==> config.mk <==
export PLATFORM = sky130hd
export DESIGN_NAME = gamepad_to_key_event_mapper
export DESIGN_NICKNAME = d
export VERILOG_FILES = /design/src/hdl/gkem_pkg.sv /design/src/hdl/gkem_ram.sv /design/src/hdl/gkem_ctrl.sv /design/src/hdl/gkem_dp.sv /design/src/hdl/gamepad_to_key_event_mapper.sv
export SDC_FILE = /design/constraint.sdc
export NUM_CORES = 1
export LEC_CHECK = 0
export ABC_AREA = 1
export CORE_MARGIN = 2
export CORE_UTILIZATION = 45
export DETAILED_ROUTE_END_ITERATION = 6
export DONT_BUFFER_PORTS = 1
export PLACE_DENSITY = 0.59
export RECOVER_POWER = 100
export SETUP_SLACK_MARGIN = 0.2
export SYNTH_ARGS = -nofsm -noshare
export SYNTH_HDL_FRONTEND = slang
export SYNTH_HIERARCHICAL = 1
export SYNTH_SLANG_ARGS = --single-unit
==> constraint.sdc <==
create_clock -name i_clk -period 8 [get_ports i_clk]
set_input_delay 0.8 -clock i_clk [delete_from_list [all_inputs] [get_ports i_clk]]
set_output_delay 0.8 -clock i_clk [all_outputs]
set_load 0.05 [all_outputs]
==> src/hdl/gkem_pkg.sv <==
// Shared types, constants and lookup tables for the gamepad key event mapper.
package gkem_pkg;

    // Sizes of the binding store and capture timing.
    localparam int Actions        = 32;
    localparam int ActW           = $clog2(Actions);
    localparam int CaptureTimeout = 1800;
    localparam int TicksW         = 11;
    localparam int StepW          = 6;
    localparam int WordW          = 30;
    localparam int KeyW           = 9;
    localparam int BtnW           = 4;
    localparam int OutW           = 48;
    localparam int InW            = 72;

    // Configuration register indexes.
    localparam logic RegBindCount = 1'b0;
    localparam logic RegStickMove = 1'b1;

    // Analog thresholds.
    localparam logic signed [7:0] DeadPos = 8'sd20;
    localparam logic signed [7:0] DeadNeg = -8'sd20;
    localparam logic [7:0]        TrigOn  = 8'd64;

    // Button word bit positions.
    localparam int PbB     = 1;
    localparam int PbA     = 2;
    localparam int PbStart = 3;
    localparam int PbUp    = 4;
    localparam int PbDown  = 5;
    localparam int PbLeft  = 6;
    localparam int PbRight = 7;
    localparam int PbY     = 9;
    localparam int PbX     = 10;
    localparam int SbLeft  = 24;
    localparam int SbRight = 25;
    localparam int SbUp    = 26;
    localparam int SbDown  = 27;
    localparam int SbLt    = 28;
    localparam int SbRt    = 29;

    // Key codes.
    localparam logic [KeyW-1:0] KTab    = 9'd9;
    localparam logic [KeyW-1:0] KReturn = 9'd13;
    localparam logic [KeyW-1:0] KEsc    = 9'd27;
    localparam logic [KeyW-1:0] KQuote  = 9'd39;
    localparam logic [KeyW-1:0] KM      = 9'd109;
    localparam logic [KeyW-1:0] KX      = 9'd120;
    localparam logic [KeyW-1:0] KZ      = 9'd122;
    localparam logic [KeyW-1:0] KDel    = 9'd127;
    localparam logic [KeyW-1:0] KUp     = 9'd273;
    localparam logic [KeyW-1:0] KDown   = 9'd274;
    localparam logic [KeyW-1:0] KRight  = 9'd275;
    localparam logic [KeyW-1:0] KLeft   = 9'd276;
    localparam logic [KeyW-1:0] KLctrl  = 9'd306;

    localparam int NavRows  = 13;
    localparam int PlayRows = 9;

    typedef enum logic [2:0] {
        OP_POLL      = 3'd0,
        OP_SET_CTX   = 3'd1,
        OP_CAP_BEGIN = 3'd2,
        OP_CAP_END   = 3'd3,
        OP_CAP_TAKE  = 3'd4,
        OP_LOAD      = 3'd5
    } t_op;

    typedef enum logic [1:0] {
        SRC_NAV,
        SRC_PLAY,
        SRC_BIND
    } t_src;

    typedef enum logic [1:0] {
        ST_IDLE,
        ST_SCAN,
        ST_LAST
    } t_state;

    // Controller to datapath commands.
    typedef struct packed {
        logic exec;
        logic step;
        logic flush;
    } t_cmd;

    // Datapath to controller status.
    typedef struct packed {
        logic scan_done;
        logic can_step;
        logic out_free;
    } t_stat;

    // One input item, unpacked from the stream.
    typedef struct packed {
        logic [2:0]        operation;
        logic              pad_present;
        logic [15:0]       pad_buttons;
        logic signed [7:0] stick_x;
        logic signed [7:0] stick_y;
        logic [7:0]        trig_left;
        logic [7:0]        trig_right;
        logic              context_game;
        logic [4:0]        action_index;
        logic [3:0]        button_id;
        logic [KeyW-1:0]   key_code;
    } t_item;

    function automatic logic [WordW-1:0] bit_of(input int pos);
        logic [WordW-1:0] m;
        m = '0;
        m[pos] = 1'b1;
        return m;
    endfunction

    // Button id to button word mask; ids without a button give zero.
    function automatic logic [WordW-1:0] id_mask(input logic [BtnW-1:0] id);
        logic [WordW-1:0] m;
        m = '0;
        unique case (id)
            4'd1:    m = bit_of(PbA);
            4'd2:    m = bit_of(PbB);
            4'd3:    m = bit_of(PbX);
            4'd4:    m = bit_of(PbY);
            4'd5:    m = bit_of(PbUp);
            4'd6:    m = bit_of(PbDown);
            4'd7:    m = bit_of(PbLeft);
            4'd8:    m = bit_of(PbRight);
            4'd9:    m = bit_of(SbLt);
            4'd10:   m = bit_of(SbRt);
            4'd11:   m = bit_of(PbStart);
            default: m = '0;
        endcase
        return m;
    endfunction

    // Menu table rows.
    function automatic logic [WordW-1:0] nav_mask(input logic [3:0] r);
        logic [WordW-1:0] m;
        m = '0;
        unique case (r)
            4'd0:    m = bit_of(PbUp);
            4'd1:    m = bit_of(PbDown);
            4'd2:    m = bit_of(PbLeft);
            4'd3:    m = bit_of(PbRight);
            4'd4:    m = bit_of(SbUp);
            4'd5:    m = bit_of(SbDown);
            4'd6:    m = bit_of(SbLeft);
            4'd7:    m = bit_of(SbRight);
            4'd8:    m = bit_of(PbA);
            4'd9:    m = bit_of(PbStart);
            4'd10:   m = bit_of(PbX);
            4'd11:   m = bit_of(SbLt);
            4'd12:   m = bit_of(SbRt);
            default: m = '0;
        endcase
        return m;
    endfunction

    function automatic logic [KeyW-1:0] nav_key(input logic [3:0] r);
        logic [KeyW-1:0] k;
        k = '0;
        unique case (r)
            4'd0, 4'd4:   k = KUp;
            4'd1, 4'd5:   k = KDown;
            4'd2, 4'd6:   k = KLeft;
            4'd3, 4'd7:   k = KRight;
            4'd8:         k = KReturn;
            4'd9:         k = KEsc;
            4'd10:        k = KDel;
            4'd11, 4'd12: k = KTab;
            default:      k = '0;
        endcase
        return k;
    endfunction

    // Game table rows.
    function automatic logic [WordW-1:0] play_mask(input logic [3:0] r);
        logic [WordW-1:0] m;
        m = '0;
        unique case (r)
            4'd0:    m = bit_of(PbY);
            4'd1:    m = bit_of(PbA);
            4'd2:    m = bit_of(PbX);
            4'd3:    m = bit_of(PbB);
            4'd4:    m = bit_of(PbUp);
            4'd5:    m = bit_of(PbDown);
            4'd6:    m = bit_of(PbRight);
            4'd7:    m = bit_of(PbLeft);
            4'd8:    m = bit_of(PbStart);
            default: m = '0;
        endcase
        return m;
    endfunction

    function automatic logic [KeyW-1:0] play_key(input logic [3:0] r);
        logic [KeyW-1:0] k;
        k = '0;
        unique case (r)
            4'd0:    k = KUp;
            4'd1:    k = KDown;
            4'd2:    k = KZ;
            4'd3:    k = KX;
            4'd4:    k = KTab;
            4'd5:    k = KM;
            4'd6:    k = KQuote;
            4'd7:    k = KLctrl;
            4'd8:    k = KEsc;
            default: k = '0;
        endcase
        return k;
    endfunction

endpackage

==> src/hdl/gkem_ram.sv <==
// Generic single write port, single read port RAM with registered read data.
module gkem_ram #(
    parameter int Width = 8,
    parameter int Depth = 32
) (
    input  logic                     i_clk,
    input  logic                     i_we,
    input  logic [$clog2(Depth)-1:0] i_waddr,
    input  logic [Width-1:0]         i_wdata,
    input  logic [$clog2(Depth)-1:0] i_raddr,
    output logic [Width-1:0]         o_rdata
);

    logic [Width-1:0] r_mem [Depth];
    logic [Width-1:0] r_rdata;

    // Write port and registered read port.
    always_ff @(posedge i_clk) begin
        if (i_we) begin
            r_mem[i_waddr] <= i_wdata;
        end
        r_rdata <= r_mem[i_raddr];
    end

    assign o_rdata = r_rdata;

endmodule

==> src/hdl/gkem_ctrl.sv <==
// Controller state machine: accepts an item, walks the event scan, closes the result run.
module gkem_ctrl (
    input  logic           i_clk,
    input  logic           i_rst_n,
    input  logic           i_in_valid,
    output logic           o_in_ready,
    input  gkem_pkg::t_stat i_stat,
    output gkem_pkg::t_cmd  o_cmd
);
    import gkem_pkg::*;

    t_state r_state;
    t_state n_state;

    // State register.
    always_ff @(posedge i_clk) begin
        if (!i_rst_n) begin
            r_state <= ST_IDLE;
        end else begin
            r_state <= n_state;
        end
    end

    // Next state and commands.
    always_comb begin
        n_state    = r_state;
        o_cmd      = '0;
        o_in_ready = 1'b0;
        unique case (r_state)
            ST_IDLE: begin
                o_in_ready = 1'b1;
                if (i_in_valid) begin
                    o_cmd.exec = 1'b1;
                    n_state    = ST_SCAN;
                end
            end
            ST_SCAN: begin
                if (i_stat.scan_done) begin
                    n_state = ST_LAST;
                end else begin
                    o_cmd.step = i_stat.can_step;
                end
            end
            ST_LAST: begin
                if (i_stat.out_free) begin
                    o_cmd.flush = 1'b1;
                    n_state     = ST_IDLE;
                end
            end
            default: n_state = ST_IDLE;
        endcase
    end

endmodule

==> src/hdl/gkem_dp.sv <==
// Datapath: poll processing, mode state, binding store, event scan and output register.
module gkem_dp (
    input  logic                         i_clk,
    input  logic                         i_rst_n,
    input  gkem_pkg::t_cmd               i_cmd,
    output gkem_pkg::t_stat              o_stat,
    input  gkem_pkg::t_item              i_item,
    input  logic                         i_cfg_we,
    input  logic                         i_cfg_index,
    input  logic [5:0]                   i_cfg_data,
    input  logic                         i_out_ready,
    output logic                         o_out_valid,
    output logic [gkem_pkg::OutW-1:0]    o_out_data,
    output logic                         o_out_last
);
    import gkem_pkg::*;

    // Configuration and persistent state.
    logic [5:0]             r_bind_count;
    logic                   r_stick_mode;
    logic [WordW-1:0]       r_prior;
    logic                   r_baseline;
    logic                   r_game;
    logic                   r_cap_active;
    logic signed [4:0]      r_cap_value;
    logic [TicksW-1:0]      r_cap_ticks;
    logic signed [7:0]      r_lat_x, r_lat_y;
    logic [7:0]             r_lat_l, r_lat_r;
    logic signed [4:0]      r_report;

    // Scan state.
    t_src                   r_src;
    logic [WordW-1:0]       r_cur, r_chg;
    logic [StepW-1:0]       r_idx, r_lim;
    logic                   r_pend_v;
    logic [KeyW-1:0]        r_pend_key;
    logic                   r_pend_pr;

    // Output register.
    logic                   r_out_v;
    logic [OutW-1:0]        r_out_data;
    logic                   r_out_last;

    // Next values from the item execution.
    logic [WordW-1:0]       n_prior;
    logic                   n_baseline, n_game, n_cap_active;
    logic signed [4:0]      n_cap_value, n_report;
    logic [TicksW-1:0]      n_cap_ticks;
    logic signed [7:0]      n_lat_x, n_lat_y;
    logic [7:0]             n_lat_l, n_lat_r;
    t_src                   n_src;
    logic [WordW-1:0]       n_cur, n_chg;
    logic [StepW-1:0]       n_lim;
    logic                   n_pend_v;

    // Poll helpers.
    logic signed [7:0]      dz_x, dz_y;
    logic [WordW-1:0]       poll_word, poll_chg, poll_press;
    logic [StepW-1:0]       bind_n;
    logic                   load_we;

    // Binding store.
    logic [BtnW+KeyW-1:0]   ram_rdata;
    logic [StepW-1:0]       n_idx;
    logic [StepW-1:0]       ram_step;

    // Step evaluation.
    logic [WordW-1:0]       s_mask;
    logic [KeyW-1:0]        s_key;
    logic [StepW-1:0]       bidx;
    logic                   s_hit, s_pr;
    logic                   out_free, push;
    logic                   p_kv, p_pr;
    logic [KeyW-1:0]        p_key;

    // Deadzone and button word for a poll.
    always_comb begin
        dz_x = (i_item.stick_x > DeadNeg && i_item.stick_x < DeadPos) ? 8'sd0 : i_item.stick_x;
        dz_y = (i_item.stick_y > DeadNeg && i_item.stick_y < DeadPos) ? 8'sd0 : i_item.stick_y;
        poll_word = {14'd0, i_item.pad_buttons};
        if (i_item.trig_left > TrigOn) begin
            poll_word[SbLt] = 1'b1;
        end
        if (i_item.trig_right > TrigOn) begin
            poll_word[SbRt] = 1'b1;
        end
        if (!r_game || r_stick_mode) begin
            poll_word[SbLeft]  = dz_x < 0;
            poll_word[SbRight] = dz_x > 0;
            poll_word[SbUp]    = dz_y < 0;
            poll_word[SbDown]  = dz_y > 0;
        end
        poll_chg   = poll_word ^ r_prior;
        poll_press = poll_chg & poll_word;
        bind_n     = (r_bind_count > StepW'(Actions)) ? StepW'(Actions) : r_bind_count;
    end

    // Execution of an accepted item.
    always_comb begin
        n_prior      = r_prior;
        n_baseline   = r_baseline;
        n_game       = r_game;
        n_cap_active = r_cap_active;
        n_cap_value  = r_cap_value;
        n_cap_ticks  = r_cap_ticks;
        n_lat_x      = r_lat_x;
        n_lat_y      = r_lat_y;
        n_lat_l      = r_lat_l;
        n_lat_r      = r_lat_r;
        n_report     = -5'sd1;
        n_src        = SRC_NAV;
        n_cur        = poll_word;
        n_chg        = poll_chg;
        n_lim        = '0;
        n_pend_v     = 1'b0;
        load_we      = 1'b0;
        unique case (i_item.operation)
            OP_POLL: begin
                if (!i_item.pad_present) begin
                    n_lat_x = '0;
                    n_lat_y = '0;
                    n_lat_l = '0;
                    n_lat_r = '0;
                end else begin
                    n_lat_x = dz_x;
                    n_lat_y = dz_y;
                    n_lat_l = i_item.trig_left;
                    n_lat_r = i_item.trig_right;
                    n_prior = poll_word;
                    if (!r_baseline) begin
                        n_baseline = 1'b1;
                    end else if (r_cap_active) begin
                        // Capture: the lowest id among new presses wins, Start reads as cancel.
                        if (poll_press != '0) begin
                            for (int b = 11; b >= 1; b--) begin
                                if ((poll_press & id_mask(BtnW'(b))) != '0) begin
                                    n_cap_value = (b == 11) ? 5'sd0 : 5'(b);
                                end
                            end
                        end else begin
                            if (r_cap_ticks >= TicksW'(CaptureTimeout)) begin
                                n_cap_value = 5'sd0;
                            end
                            if (r_cap_ticks != '1) begin
                                n_cap_ticks = r_cap_ticks + 1'b1;
                            end
                        end
                        n_pend_v = !n_cap_value[4];
                    end else if (poll_chg != '0) begin
                        if (r_game && r_bind_count != '0) begin
                            n_src = SRC_BIND;
                            n_lim = bind_n + 1'b1;
                        end else if (r_game) begin
                            n_src = SRC_PLAY;
                            n_lim = StepW'(PlayRows);
                        end else begin
                            n_src = SRC_NAV;
                            n_lim = StepW'(NavRows);
                        end
                    end
                end
            end
            OP_SET_CTX: begin
                // A context switch releases every key of the table being left.
                n_cur = '0;
                n_chg = '1;
                if (i_item.context_game != r_game) begin
                    n_game = i_item.context_game;
                    n_src  = i_item.context_game ? SRC_NAV : SRC_PLAY;
                    n_lim  = i_item.context_game ? StepW'(NavRows) : StepW'(PlayRows);
                end
            end
            OP_CAP_BEGIN: begin
                n_cap_active = 1'b1;
                n_cap_value  = -5'sd1;
                n_cap_ticks  = '0;
            end
            OP_CAP_END: begin
                n_cap_active = 1'b0;
                n_cap_value  = -5'sd1;
            end
            OP_CAP_TAKE: begin
                n_report = r_cap_value;
                if (!r_cap_value[4]) begin
                    n_cap_active = 1'b0;
                    n_cap_value  = -5'sd1;
                end
            end
            OP_LOAD: begin
                load_we = 32'(i_item.action_index) < Actions;
            end
            default: n_lim = '0;
        endcase
    end

    // Step index and binding read address; data for step k arrives in the cycle it is evaluated.
    assign n_idx    = i_cmd.exec ? '0 : (i_cmd.step ? r_idx + 1'b1 : r_idx);
    assign ram_step = n_idx - 1'b1;

    gkem_ram #(
        .Width (BtnW + KeyW),
        .Depth (Actions)
    ) u_bind_ram (
        .i_clk   (i_clk),
        .i_we    (i_cmd.exec && load_we),
        .i_waddr (i_item.action_index[ActW-1:0]),
        .i_wdata ({i_item.button_id, i_item.key_code}),
        .i_raddr (ram_step[ActW-1:0]),
        .o_rdata (ram_rdata)
    );

    // Mask and key of the current scan step.
    always_comb begin
        s_mask = '0;
        s_key  = '0;
        bidx   = r_idx - 1'b1;
        unique case (r_src)
            SRC_NAV: begin
                s_mask = nav_mask(r_idx[3:0]);
                s_key  = nav_key(r_idx[3:0]);
            end
            SRC_PLAY: begin
                s_mask = play_mask(r_idx[3:0]);
                s_key  = play_key(r_idx[3:0]);
            end
            SRC_BIND: begin
                if (r_idx == '0) begin
                    s_mask = bit_of(PbStart);
                    s_key  = KEsc;
                end else begin
                    s_mask = id_mask(ram_rdata[BtnW+KeyW-1:KeyW]);
                    s_key  = ram_rdata[KeyW-1:0];
                    if (r_stick_mode) begin
                        s_mask[SbUp]    = s_mask[SbUp]    | (bidx == 6'd0);
                        s_mask[SbDown]  = s_mask[SbDown]  | (bidx == 6'd1);
                        s_mask[SbLeft]  = s_mask[SbLeft]  | (bidx == 6'd2);
                        s_mask[SbRight] = s_mask[SbRight] | (bidx == 6'd3);
                    end
                end
            end
            default: s_mask = '0;
        endcase
        s_hit = (s_mask & r_chg) != '0;
        s_pr  = (s_mask & r_cur) != '0;
    end

    // A found event waits for the next one, so the final one can carry the last mark.
    assign out_free = !r_out_v || i_out_ready;
    assign push     = (i_cmd.step && s_hit && r_pend_v) || i_cmd.flush;
    assign p_kv     = r_pend_v;
    assign p_key    = r_pend_v ? r_pend_key : '0;
    assign p_pr     = r_pend_v && r_pend_pr;

    assign o_stat.scan_done = r_idx == r_lim;
    assign o_stat.can_step  = !(s_hit && r_pend_v && !out_free);
    assign o_stat.out_free  = out_free;

    // Control and state registers.
    always_ff @(posedge i_clk) begin
        if (!i_rst_n) begin
            r_bind_count <= '0;
            r_stick_mode <= 1'b0;
            r_prior      <= '0;
            r_baseline   <= 1'b0;
            r_game       <= 1'b0;
            r_cap_active <= 1'b0;
            r_cap_value  <= -5'sd1;
            r_cap_ticks  <= '0;
            r_lat_x      <= '0;
            r_lat_y      <= '0;
            r_lat_l      <= '0;
            r_lat_r      <= '0;
            r_report     <= -5'sd1;
            r_src        <= SRC_NAV;
            r_idx        <= '0;
            r_lim        <= '0;
            r_pend_v     <= 1'b0;
            r_out_v      <= 1'b0;
        end else begin
            if (i_cfg_we) begin
                if (i_cfg_index == RegBindCount) begin
                    r_bind_count <= i_cfg_data;
                end else begin
                    r_stick_mode <= i_cfg_data[0];
                end
            end
            r_idx <= n_idx;
            if (i_cmd.exec) begin
                r_prior      <= n_prior;
                r_baseline   <= n_baseline;
                r_game       <= n_game;
                r_cap_active <= n_cap_active;
                r_cap_value  <= n_cap_value;
                r_cap_ticks  <= n_cap_ticks;
                r_lat_x      <= n_lat_x;
                r_lat_y      <= n_lat_y;
                r_lat_l      <= n_lat_l;
                r_lat_r      <= n_lat_r;
                r_report     <= n_report;
                r_src        <= n_src;
                r_lim        <= n_lim;
                r_pend_v     <= n_pend_v;
            end else if (i_cmd.step && s_hit) begin
                r_pend_v <= 1'b1;
            end else if (i_cmd.flush) begin
                r_pend_v <= 1'b0;
            end
            if (push) begin
                r_out_v <= 1'b1;
            end else if (i_out_ready) begin
                r_out_v <= 1'b0;
            end
        end
    end

    // Scan and output payload registers.
    always_ff @(posedge i_clk) begin
        if (i_cmd.exec) begin
            r_cur      <= n_cur;
            r_chg      <= n_chg;
            r_pend_key <= '0;
            r_pend_pr  <= 1'b1;
        end else if (i_cmd.step && s_hit) begin
            r_pend_key <= s_key;
            r_pend_pr  <= s_pr;
        end
        if (push) begin
            r_out_data <= {r_lat_r, r_lat_l, r_lat_y, r_lat_x, r_report, p_pr, p_key, p_kv};
            r_out_last <= i_cmd.flush;
        end
    end

    assign o_out_valid = r_out_v;
    assign o_out_data  = r_out_data;
    assign o_out_last  = r_out_last;

endmodule

==> src/hdl/gamepad_to_key_event_mapper.sv <==
// Top level of the gamepad to key event mapper: stream ports, controller and datapath.
// Sequence: an item is taken while idle, then the scan takes one step per table row or binding
// (13 menu rows, 9 game rows, or the binding count, capped at 32, plus one), then the controller
// sees the scan end and closes the run; a new item is taken only after the run is closed.
// A binding poll walks the store through one RAM read port, one entry per cycle while the output
// does not stall.
// Reset: synchronous, active low; clears configuration, mode, capture and latch state and the control registers.
module gamepad_to_key_event_mapper (
    input  logic                       i_clk,
    input  logic                       i_rst_n,
    input  logic                       s_axis_tvalid,
    output logic                       s_axis_tready,
    // operation, pad_present, pad_buttons, stick_x, stick_y, trig_left, trig_right,
    // context_game, action_index, button_id, key_code, one zero pad bit
    input  logic [gkem_pkg::InW-1:0]   s_axis_tdata,
    output logic                       m_axis_tvalid,
    input  logic                       m_axis_tready,
    // key_valid, key_out, key_pressed, capture_id, aim_x, aim_y,
    // trigger_left_level, trigger_right_level
    output logic [gkem_pkg::OutW-1:0]  m_axis_tdata,
    output logic                       m_axis_tlast,
    input  logic                       i_cfg_valid,
    output logic                       o_cfg_ready,
    input  logic                       i_cfg_index,
    input  logic [5:0]                 i_cfg_data
);
    import gkem_pkg::*;

    t_cmd  cmd;
    t_stat stat;
    t_item item;

    // Unpack the input item.
    assign item.operation    = s_axis_tdata[2:0];
    assign item.pad_present  = s_axis_tdata[3];
    assign item.pad_buttons  = s_axis_tdata[19:4];
    assign item.stick_x      = s_axis_tdata[27:20];
    assign item.stick_y      = s_axis_tdata[35:28];
    assign item.trig_left    = s_axis_tdata[43:36];
    assign item.trig_right   = s_axis_tdata[51:44];
    assign item.context_game = s_axis_tdata[52];
    assign item.action_index = s_axis_tdata[57:53];
    assign item.button_id    = s_axis_tdata[61:58];
    assign item.key_code     = s_axis_tdata[70:62];

    assign o_cfg_ready = 1'b1;

    gkem_ctrl u_ctrl (
        .i_clk      (i_clk),
        .i_rst_n    (i_rst_n),
        .i_in_valid (s_axis_tvalid),
        .o_in_ready (s_axis_tready),
        .i_stat     (stat),
        .o_cmd      (cmd)
    );

    gkem_dp u_dp (
        .i_clk       (i_clk),
        .i_rst_n     (i_rst_n),
        .i_cmd       (cmd),
        .o_stat      (stat),
        .i_item      (item),
        .i_cfg_we    (i_cfg_valid),
        .i_cfg_index (i_cfg_index),
        .i_cfg_data  (i_cfg_data),
        .i_out_ready (m_axis_tready),
        .o_out_valid (m_axis_tvalid),
        .o_out_data  (m_axis_tdata),
        .o_out_last  (m_axis_tlast)
    );

endmodule

==> impl_metrics.ini, run 1 <==
[critical_path]
arrival_ps = 7000
critPathRequiredTime_ps = 8210
path_buf_inv = 4
path_cells = nor2_1 > nand2_2 > inv_1 > clkbuf_1 > inv_1 > nor3_1 > clkbuf_1 > nand3_1 > nor2_1
critPathMaxFanout = 42
crit_path_max_incr_delay_ps = 1640
endpoint_kind = register
path_delay_family = buffers and inverters
path_class = register to register
crit_path_start_kind = register
crit_slowest_cell = clkbuf_1

[detailed_routing]
vias_per_cell = 5.29
wl_um = 65800
antenna_left = 0
via_count = 18525
drc = 0
wl_per_cell_um = 18.8
drt-pass1-iter-count = 7
drt_iter0_drc = 1397

[die]
die-area_um2 = 62400
coreArea_um2 = 60000
die_y_um = 250
rows = 90
die_x_um = 250
initial_core_util_pct = 45.3
io_pins = 136

[yosys]
syn_area_um2 = 27200
syn_avg_cell_area_um2 = 10.2
synth_top_area_cell = edfxtp_1
synth_simple_gate_area_share_pct = 23.5
ys.warnings.count = 6
synth_xor_area_share_pct = 0.483
synth-edff-count = 495
seq_area_frac_synth_pct = 66.3
synth_cells = 2678
synth_cell_type_count = 45
synth_ff_type = edfxtp_1
synthMuxAreaShare_pct = 0
yosys.area.top_type_share_pct = 54.6
synthTopCellsByArea = edfxtp_1, nand2_1, dfxtp_1
synth_nets = 2806
ys_seq_elements = 653
synth_top_family_by_area = simple AND/OR/NAND/NOR gates
synth_compound_area_share_pct = 3.29
synthAdderAreaFrac_pct = 2.02
async_flop_share_pct = 0

[timing]
tns_ps = 0
slew_headroom_pct = -86.3
setup_violations = 0
fmax_mhz = 147
finClkSkew_ps = 30.9
worstMarginPinSlew_ps = 2800
rsz0062_at_grt = false
layout_min_cycle_time_ps = 6790
hold_viol = 0
fin_crit_sh_pct = 84.9
finalMaxSlewViolations = 191

[placed_design]
gp_congestion = 0.851
placed_area_um2 = 27900
port_buffers = 0
hpwl_um = 38800

[run_status]
violations = capacitance limit, slew limit
status = finished with violations

[cts]
worstSkewPairLatency_ps = 610
path_clk_slew_ps = 60
cts_setup_buffers = 0
htree_levels = 3
clock_path_buffers = 3
clock_sinks = 653
tritoncts = done
cts_resized = 0
cts_inserted_buffers = 70
cts_hold_buf = 0
cts_root_buffer = clkbuf_16

[cells_and_area]
antenna_cells = 0
final_area_um2 = 30000
nets = 2790
drive_gt1_share_pct = 4.86
fin_util_pct = 50.0
area_growth_syn_to_layout_pct = 10.3

[power_and_ir_drop]
powerDensity_nw_per_um2 = 240
vdd_ir_drop_max_uv = 241
leakage_uw = 0.0113
p_total_uw = 7210

[min_path]
min_path_type = input pin to register

[global_routing]
grt_use_total_pct = 20.9
grt_start_max_net_pins = 129
grt_pass1_wl_um = 101000
overflow = 0
grt_antenna_before_repair = 0
grt_pass1_vias = 17600

[flow_run]
drv_cap = 9
-- Yosys cell counts (3+ instances only) --
master    count
inv_1       152
nor4_1        8
nor2_2        5
clkinv_1      3
nor2_4        4
nand4_1      33
buf_1         9
nor2_1      166
buf_2        55
inv_2        10
nor3_1       23
dfxtp_1     158
buf_4        12
xor2_1       11
a21oi_1      92
nand2_2       3
edfxtp_1    495
ha_1         44
buf_6         3
clkbuf_1     42
o22ai_1       3
nand3_1     378
nand2_1     874
xnor2_1       4
nand3b_1      3
o21ai_0      62
-- flip-flops by register name (all words and copies together), names as in the netlist, 8 cells and up, named ones only --
signal                   count
u_dp/o_out_data             48
u_dp/r_cur                  15
u_dp/u_bind_ram/r_mem      416
u_dp/r_pend_key              9
u_dp/r_chg                  15
u_dp/u_bind_ram/o_rdata     13
u_dp/r_cap_ticks            11
u_dp/r_prior                22
u_dp/r_lat_r                 8
u_dp/r_lat_y                 8
u_dp/r_lat_l                 8
u_dp/r_lat_x                 8
-- per-stage QoR --
| stage | worst slack, ps | hold WS (ps) | std cells |
|---|---|---|---|
| 2_1_floorplan | 4280 | 409 | 2678 |
| 3_3_place_gp | 1670 | 412 | 3372 |
| 3_5_place_dp | 1610 | 415 | 3372 |
| 4_1_cts | 1560 | 257 | 3499 |
| 5_1_grt | 512 | 257 | 3499 |
| 6_report | 1210 | 291 | 3499 |
-- worst register-to-register path: cells and delay by family, from the launching register on --
kind,cells,cell delay [ps]
buf+inv,4,3070
simple gates,5,3000
flops,1,340
-- layout by cell type (no fill, tap or decap), types with 8 or more instances in the layout --
cell type / count
nand2_1: 875
edfxtp_1: 495
nand3_1: 380
nor2_1: 169
dfxtp_1: 158
inv_1: 154
a21oi_1: 93
clkbuf_16: 72
o21ai_0: 63
ha_1: 44
clkbuf_1: 41
nand4_1: 33
nor3_1: 24
clkinv_1: 13
clkinv_2: 12
xor2_1: 9
buf_4: 9
nor4_1: 8
-- report_power, final --
group          internal (uW)  total (uW)  switching (uW)
clock                   1820        3110            1290
combinational           97.6         352             255
sequential              3690        3740            50.2
total                   5610        7210            1600
-- worst paths after layout --
path,from,end,slack [ps],cells after the start
min reg2reg,u_dp/r_lat_r[6]$_SDFFE_PN0P_,u_dp/o_out_data[46]$_DFFE_PP_,420,0
min,s_axis_tdata[65],u_dp/u_bind_ram/r_mem[13][3]$_DFFE_PP_,290,0
max reg2reg,u_ctrl/r_state[0]$_SDFFE_PN0P_,u_dp/u_bind_ram/r_mem[31][2]$_DFFE_PP_,1210,9
max,u_ctrl/r_state[0]$_SDFFE_PN0P_,u_dp/u_bind_ram/r_mem[31][2]$_DFFE_PP_,1210,9
-- area by class of cell --
class	instances	area (um^2)
clock buffer	98	1970
clock inverter	29	240
fill	5430	30000
inverter	166	639
multi-input combinational	1738	7950
sequential	653	18000
tap	782	978
timing repair buffer	33	190
-- per-layer routing --
metal / routed length (um) / global-route usage [%]
met4: 1520 / 5.78
met1: 28600 / 27.7
met5: 0 / 0
met3: 3820 / 4.13
met2: 31900 / 35.1
-- cells by family (layout without fill, tap and decap cells) --
| family | count (synthesis) | after routing |
|---|---|---|
| and+or+nand+nor | 1507 | 1507 |
| adders and majority gates | 44 | 44 |
| DFF | 653 | 653 |
| xor gates and xnor gates | 15 | 15 |
| buffers and inverters | 287 | 326 |
| AOI/OAI and AO/OA | 171 | 171 |
| other | 1 | 1 |
No activity file was read; power rests on OpenSTA's default activity.
==> inputs of run 2 (changes only) <==
--- a/config.mk
+++ b/config.mk
@@ -10,7 +10,7 @@
 export CORE_UTILIZATION = 45
 export DETAILED_ROUTE_END_ITERATION = 6
 export DONT_BUFFER_PORTS = 1
-export PLACE_DENSITY = 0.59
+export PLACE_DENSITY = 0.61
 export RECOVER_POWER = 100
 export SETUP_SLACK_MARGIN = 0.2
 export SYNTH_ARGS = -nofsm -noshare
==> constraint.sdc (replaced) <==
create_clock -name i_clk -period 6.1 [get_ports i_clk]
set_input_delay 0.61 -clock i_clk [delete_from_list [all_inputs] [get_ports i_clk]]
set_output_delay 0.61 -clock i_clk [all_outputs]
set_load 0.05 [all_outputs]
==> run 2 against run 1 <==
The run now ends clean. Hold slack lost 200 ps. Wire length is 0.47% higher. Register-to-register slack lost 460 ps. Maximum frequency up 27%. Clock power rose by 45%. Critical path type unchanged. Worst setup slack worse by 460 ps. Non-clock buffer count up 24. Cell area up 1.5%. First-iteration DRC count is 13% higher. Clock skew fell by 3.4 ps.
==> impl_metrics.ini, run 2 (synthesis results as in run 1) <==
[run_status]
status = complete, no violations

[detailed_routing]
vias_per_cell = 5.33
drt_iter0_drc = 1574
drc = 0
wl_per_cell_um = 18.8
antenna_left = 0
drt-pass1-iter-count = 6
wl_um = 66100
via_count = 18783

[critical_path]
r2r_start = u_dp/r_idx[0]$_SDFF_PN0_
cp_common_cell = nand2_1
endpoint_kind = register
path_class = register to register
crit_path_max_incr_delay_ps = 570
r2r_end = u_dp/u_bind_ram/o_rdata[7]$_DFF_P_
critPathRequiredTime_ps = 6590
crit_path_start_kind = register
crit_slowest_cell = nor3_1
arrival_ps = 5840
critPathMaxFanout = 78
reg2regPathDepth = 28
r2r_slack_ps = 750

[die]
initial_core_util_pct = 45.3
coreArea_um2 = 60000
io_pins = 136
die_x_um = 250
die-area_um2 = 62400
rows = 90
die_y_um = 250

[flow_run]
drv_cap = 0

[cells_and_area]
largest_reg_flops = 416
drive_gt1_share_pct = 5.51
final_cell_mix = nand2_1, edfxtp_1, nand3_1
top_register = u_dp/u_bind_ram/r_mem
seq_area_um2 = 18000
antenna_cells = 0
nFillCells = 5275
final_area_um2 = 30400
area_growth_syn_to_layout_pct = 11.9
multi_input_area_um2 = 7960
layout_commonest_cell = nand2_1
nets = 2815

[cts]
worstSkewPairLatency_ps = 610
htree_levels = 3
tritoncts = done
clock_path_buffers = 3
cts_inserted_buffers = 71
clock_sinks = 653
cts_setup_buffers = 0
path_clk_slew_ps = 60
cts_root_buffer = clkbuf_16
cts_resized = 0
cts_hold_buf = 0

[min_path]
min_to = u_dp/u_bind_ram/r_mem[28][5]$_DFFE_PP_
min_path_type = input pin to register
hold_depth = 0
hold_path.startpoint = s_axis_tdata[67]

[placed_design]
place_ws_ps = 1110
placed_area_um2 = 28100
port_buffers = 0
hpwl_um = 40400
gp_congestion = 0.881

[power_and_ir_drop]
powerDensity_nw_per_um2 = 325
vdd_ir_drop_max_uv = 246
leakage_uw = 0.0115

[timing]
rsz0062_at_grt = false
finClkSkew_ps = 27.5
setup_violations = 0
finalMaxSlewViolations = 0
worstMarginPinSlew_ps = 1080
tns_ps = 0
hold_viol = 0
layout_setup_ws_ps = 752
fmax_mhz = 187
hold_ws_ps = 92.1
fin_crit_sh_pct = 87.7
slew_headroom_pct = 27.8
layout_min_cycle_time_ps = 5350

[global_routing]
grt_start_max_net_pins = 98
grt_use_total_pct = 21.0
grt_antenna_before_repair = 0
grt_pass1_wl_um = 102000
grt_pass1_vias = 18137
overflow = 0
run 2: changes by cell type in the layout (fill, tap and decap cells not counted), moves of 2 or more:
cell	before	now
buf_12	2	5
buf_4	9	16
bufinv_16	3	10
clkbuf_1	41	46
clkbuf_16	72	74
clkinv_2	12	9
inv_1	154	156
inv_2	5	3
run 2: worst max-delay path: cells and delay by family (launching register included):
family / cells / cell delay (ps)
and+or+nand+nor: 20 / 3190
buffers and inverters: 6 / 990
adders and majority gates: 2 / 600
DFF: 1 / 400
run 2: stage by stage:
| stage | std cells | total power [uW] | utilization [%] |
|---|---|---|---|
| 4_1_cts | 3523 | 9980 | 51.0 |
| 2_1_floorplan | 2678 | 5330 | - |
| 5_1_grt | 3523 | 10200 | 50.7 |
| 6_report | 3523 | 9890 | 50.7 |
| 3_3_place_gp | 3396 | 5470 | 46.9 |
| 3_5_place_dp | 3396 | 5480 | 46.9 |
run 2: worst max path at each step:
stage,startpoint,to,slack (ps),cells past startpoint
after detailed placement,u_dp/r_idx[0]$_SDFF_PN0_,u_dp/u_bind_ram/o_rdata[7]$_DFF_P_,1110,28
final,u_dp/r_idx[0]$_SDFF_PN0_,u_dp/u_bind_ram/o_rdata[7]$_DFF_P_,750,28
after global placement,u_dp/r_idx[0]$_SDFF_PN0_,u_dp/u_bind_ram/o_rdata[3]$_DFF_P_,1210,28
after floorplan,u_dp/r_idx[0]$_SDFF_PN0_,u_dp/u_bind_ram/o_rdata[10]$_DFF_P_,2380,29
after global routing,u_dp/r_idx[0]$_SDFF_PN0_,u_dp/u_bind_ram/o_rdata[7]$_DFF_P_,310,28
after CTS,u_dp/r_idx[0]$_SDFF_PN0_,u_dp/u_bind_ram/o_rdata[7]$_DFF_P_,1070,28
run 2: layout make-up:
cell class                 count  share of cell area, %
clock inverter                34                   1.58
timing repair buffer          57                   1.17
tap                          782                   3.21
sequential                   653                   59.2
inverter                     166                   2.09
multi-input combinational   1738                   26.1
clock buffer                  93                   6.58
run 2: report_power, final:
part | switching, uW | total (uW) | internal, uW
clock network | 1760 | 4510 | 2750
logic | 337 | 471 | 134
registers | 71.0 | 4910 | 4840
total | 2160 | 9890 | 7730
run 2: layer usage:
| metal | GRT usage (%) | up-vias | wire, um |
|---|---|---|---|
| li1 | - | 9068 | - |
| met1 | 27.5 | 8948 | 28000 |
| met2 | 34.9 | 633 | 31700 |
| met3 | 3.84 | 134 | 4260 |
| met4 | 7.99 | 0 | 2140 |
| met5 | 0 | - | 0 |
==> inputs of run 3 (changes only) <==
--- a/config.mk
+++ b/config.mk
@@ -8,6 +8,7 @@
 export ABC_AREA = 1
 export CORE_MARGIN = 2
 export CORE_UTILIZATION = 45
+export CTS_BUF_LIST = sky130_fd_sc_hd__clkbuf_8 sky130_fd_sc_hd__clkbuf_16
 export DETAILED_ROUTE_END_ITERATION = 6
 export DONT_BUFFER_PORTS = 1
 export PLACE_DENSITY = 0.61
==> run 3 against run 2 <==
Cell count unchanged. Non-clock buffer count stayed put. Clock-buffer cell count decreased by 11. Die area stayed put. Worst setup slack worse by 58 ps. Hold slack lost 0.65 ps. Global-route usage unchanged. Clock power is essentially flat. Largest cell class unchanged.
==> impl_metrics.ini, run 3 (synthesis results as in run 1) <==
[timing]
hold_ws_ps = 91.5
layout_setup_ws_ps = 693
fin_crit_sh_pct = 88.6
setup_violations = 0
worstMarginPinSlew_ps = 1090
tns_ps = 0
hold_viol = 0
layout_min_cycle_time_ps = 5410
finClkSkew_ps = 26.7
finalMaxSlewViolations = 0
fmax_mhz = 185
rsz0062_at_grt = false
slew_headroom_pct = 27.6

[global_routing]
grt_antenna_before_repair = 0
grt_use_total_pct = 21.0
grt_start_max_net_pins = 98
grt_pass1_vias = 18141
overflow = 0
grt_pass1_wl_um = 102000

[detailed_routing]
wl_um = 66000
drc = 0
drt_iter0_drc = 1579
wl_per_cell_um = 18.7
drt-pass1-iter-count = 6
vias_per_cell = 5.33
antenna_left = 0
via_count = 18765

[critical_path]
path_class = register to register
r2r_slack_ps = 690
critPathMaxFanout = 78
crit_path_start_kind = register
endpoint_kind = register
crit_path_max_incr_delay_ps = 570
r2r_end = u_dp/u_bind_ram/o_rdata[7]$_DFF_P_
r2r_start = u_dp/r_idx[0]$_SDFF_PN0_
crit_slowest_cell = nor3_1
arrival_ps = 5900
critPathRequiredTime_ps = 6590
reg2regPathDepth = 28
cp_common_cell = nand2_1

[run_status]
status = complete, no violations

[cells_and_area]
area_growth_syn_to_layout_pct = 11.9
antenna_cells = 0
drive_gt1_share_pct = 5.51
final_cell_mix = nand2_1, edfxtp_1, nand3_1
top_register = u_dp/u_bind_ram/r_mem
layout_commonest_cell = nand2_1
largest_reg_flops = 416
nets = 2815

[cts]
cts_resized = 0
clock_sinks = 653
path_clk_slew_ps = 60
cts_hold_buf = 0
cts_root_buffer = clkbuf_16
cts_inserted_buffers = 71
clock_path_buffers = 3
tritoncts = done
worstSkewPairLatency_ps = 620
cts_setup_buffers = 0
htree_levels = 3

[power_and_ir_drop]
vdd_ir_drop_max_uv = 249
leakage_uw = 0.0116
powerDensity_nw_per_um2 = 324

[die]
die_x_um = 250
coreArea_um2 = 60000
initial_core_util_pct = 45.3
rows = 90
io_pins = 136
die-area_um2 = 62400
die_y_um = 250

[min_path]
min_to = u_dp/u_bind_ram/r_mem[28][5]$_DFFE_PP_
hold_path.startpoint = s_axis_tdata[67]
hold_depth = 0
min_path_type = input pin to register

[placed_design]
gp_congestion = 0.881
place_ws_ps = 1110
hpwl_um = 40400
port_buffers = 0

[flow_run]
drv_cap = 0
==> run 3: changes by cell type in the layout (fill, tap and decap cells not counted) <==
| cell | delta |
|---|---|
| clkbuf_1 | -11 |
| inv_1 | +11 |
==> run 3: worst max-delay path by stage <==
stage | end | slack (ps) | startpoint
final | u_dp/u_bind_ram/o_rdata[7]$_DFF_P_ | 690 | u_dp/r_idx[0]$_SDFF_PN0_
after global routing | u_dp/u_bind_ram/o_rdata[7]$_DFF_P_ | 310 | u_dp/r_idx[0]$_SDFF_PN0_
after CTS | u_dp/u_bind_ram/o_rdata[7]$_DFF_P_ | 1070 | u_dp/r_idx[0]$_SDFF_PN0_
after detailed placement | u_dp/u_bind_ram/o_rdata[7]$_DFF_P_ | 1110 | u_dp/r_idx[0]$_SDFF_PN0_
after global placement | u_dp/u_bind_ram/o_rdata[3]$_DFF_P_ | 1210 | u_dp/r_idx[0]$_SDFF_PN0_
after floorplan | u_dp/u_bind_ram/o_rdata[10]$_DFF_P_ | 2380 | u_dp/r_idx[0]$_SDFF_PN0_
==> run 3: through the flow <==
stage          util, %  std cells  cell area [um^2]  power [uW]
6_report          50.7       3523             30400        9870
3_3_place_gp      46.9       3396             28100        5470
2_1_floorplan        -       2678             27200        5330
5_1_grt           50.7       3523             30400       10200
3_5_place_dp      46.9       3396             28100        5480
4_1_cts           51.0       3523             30600        9970
==> run 3: metal layers <==
| layer | GRT usage [%] | share of wire, % | vias up |
|---|---|---|---|
| met5 | 0 | 0 | - |
| met4 | 7.99 | 3.2 | 0 |
| met3 | 3.84 | 6.2 | 136 |
| met2 | 34.9 | 48 | 600 |
| met1 | 27.5 | 43 | 8959 |
| li1 | - | - | 9070 |
==> run 3: cell type report <==
class	instances	area (um^2)
Timing Repair Buffer	57	357
Clock buffer	82	1960
Clock inverter	45	522
Multi-Input combinational cell	1738	7960
Sequential cell	653	18000
Fill cell	5275	29600
Inverter	166	637
Tap cell	782	978
==> run 3: where the power goes <==
group | internal [uW] | leakage, uW | switching, uW
logic | 134 | 0.00453 | 337
clock network | 2730 | 0.00125 | 1760
registers | 4840 | 0.00578 | 71.0
total | 7710 | 0.0116 | 2170
==> run 3: worst max-delay path, delay by kind of cell (launching register included) <==
| kind | cells | cell delay (ps) |
|---|---|---|
| DFF | 1 | 400 |
| adders and majority gates | 2 | 610 |
| and+or+nand+nor | 20 | 3250 |
| buffers and inverters | 6 | 1000 |
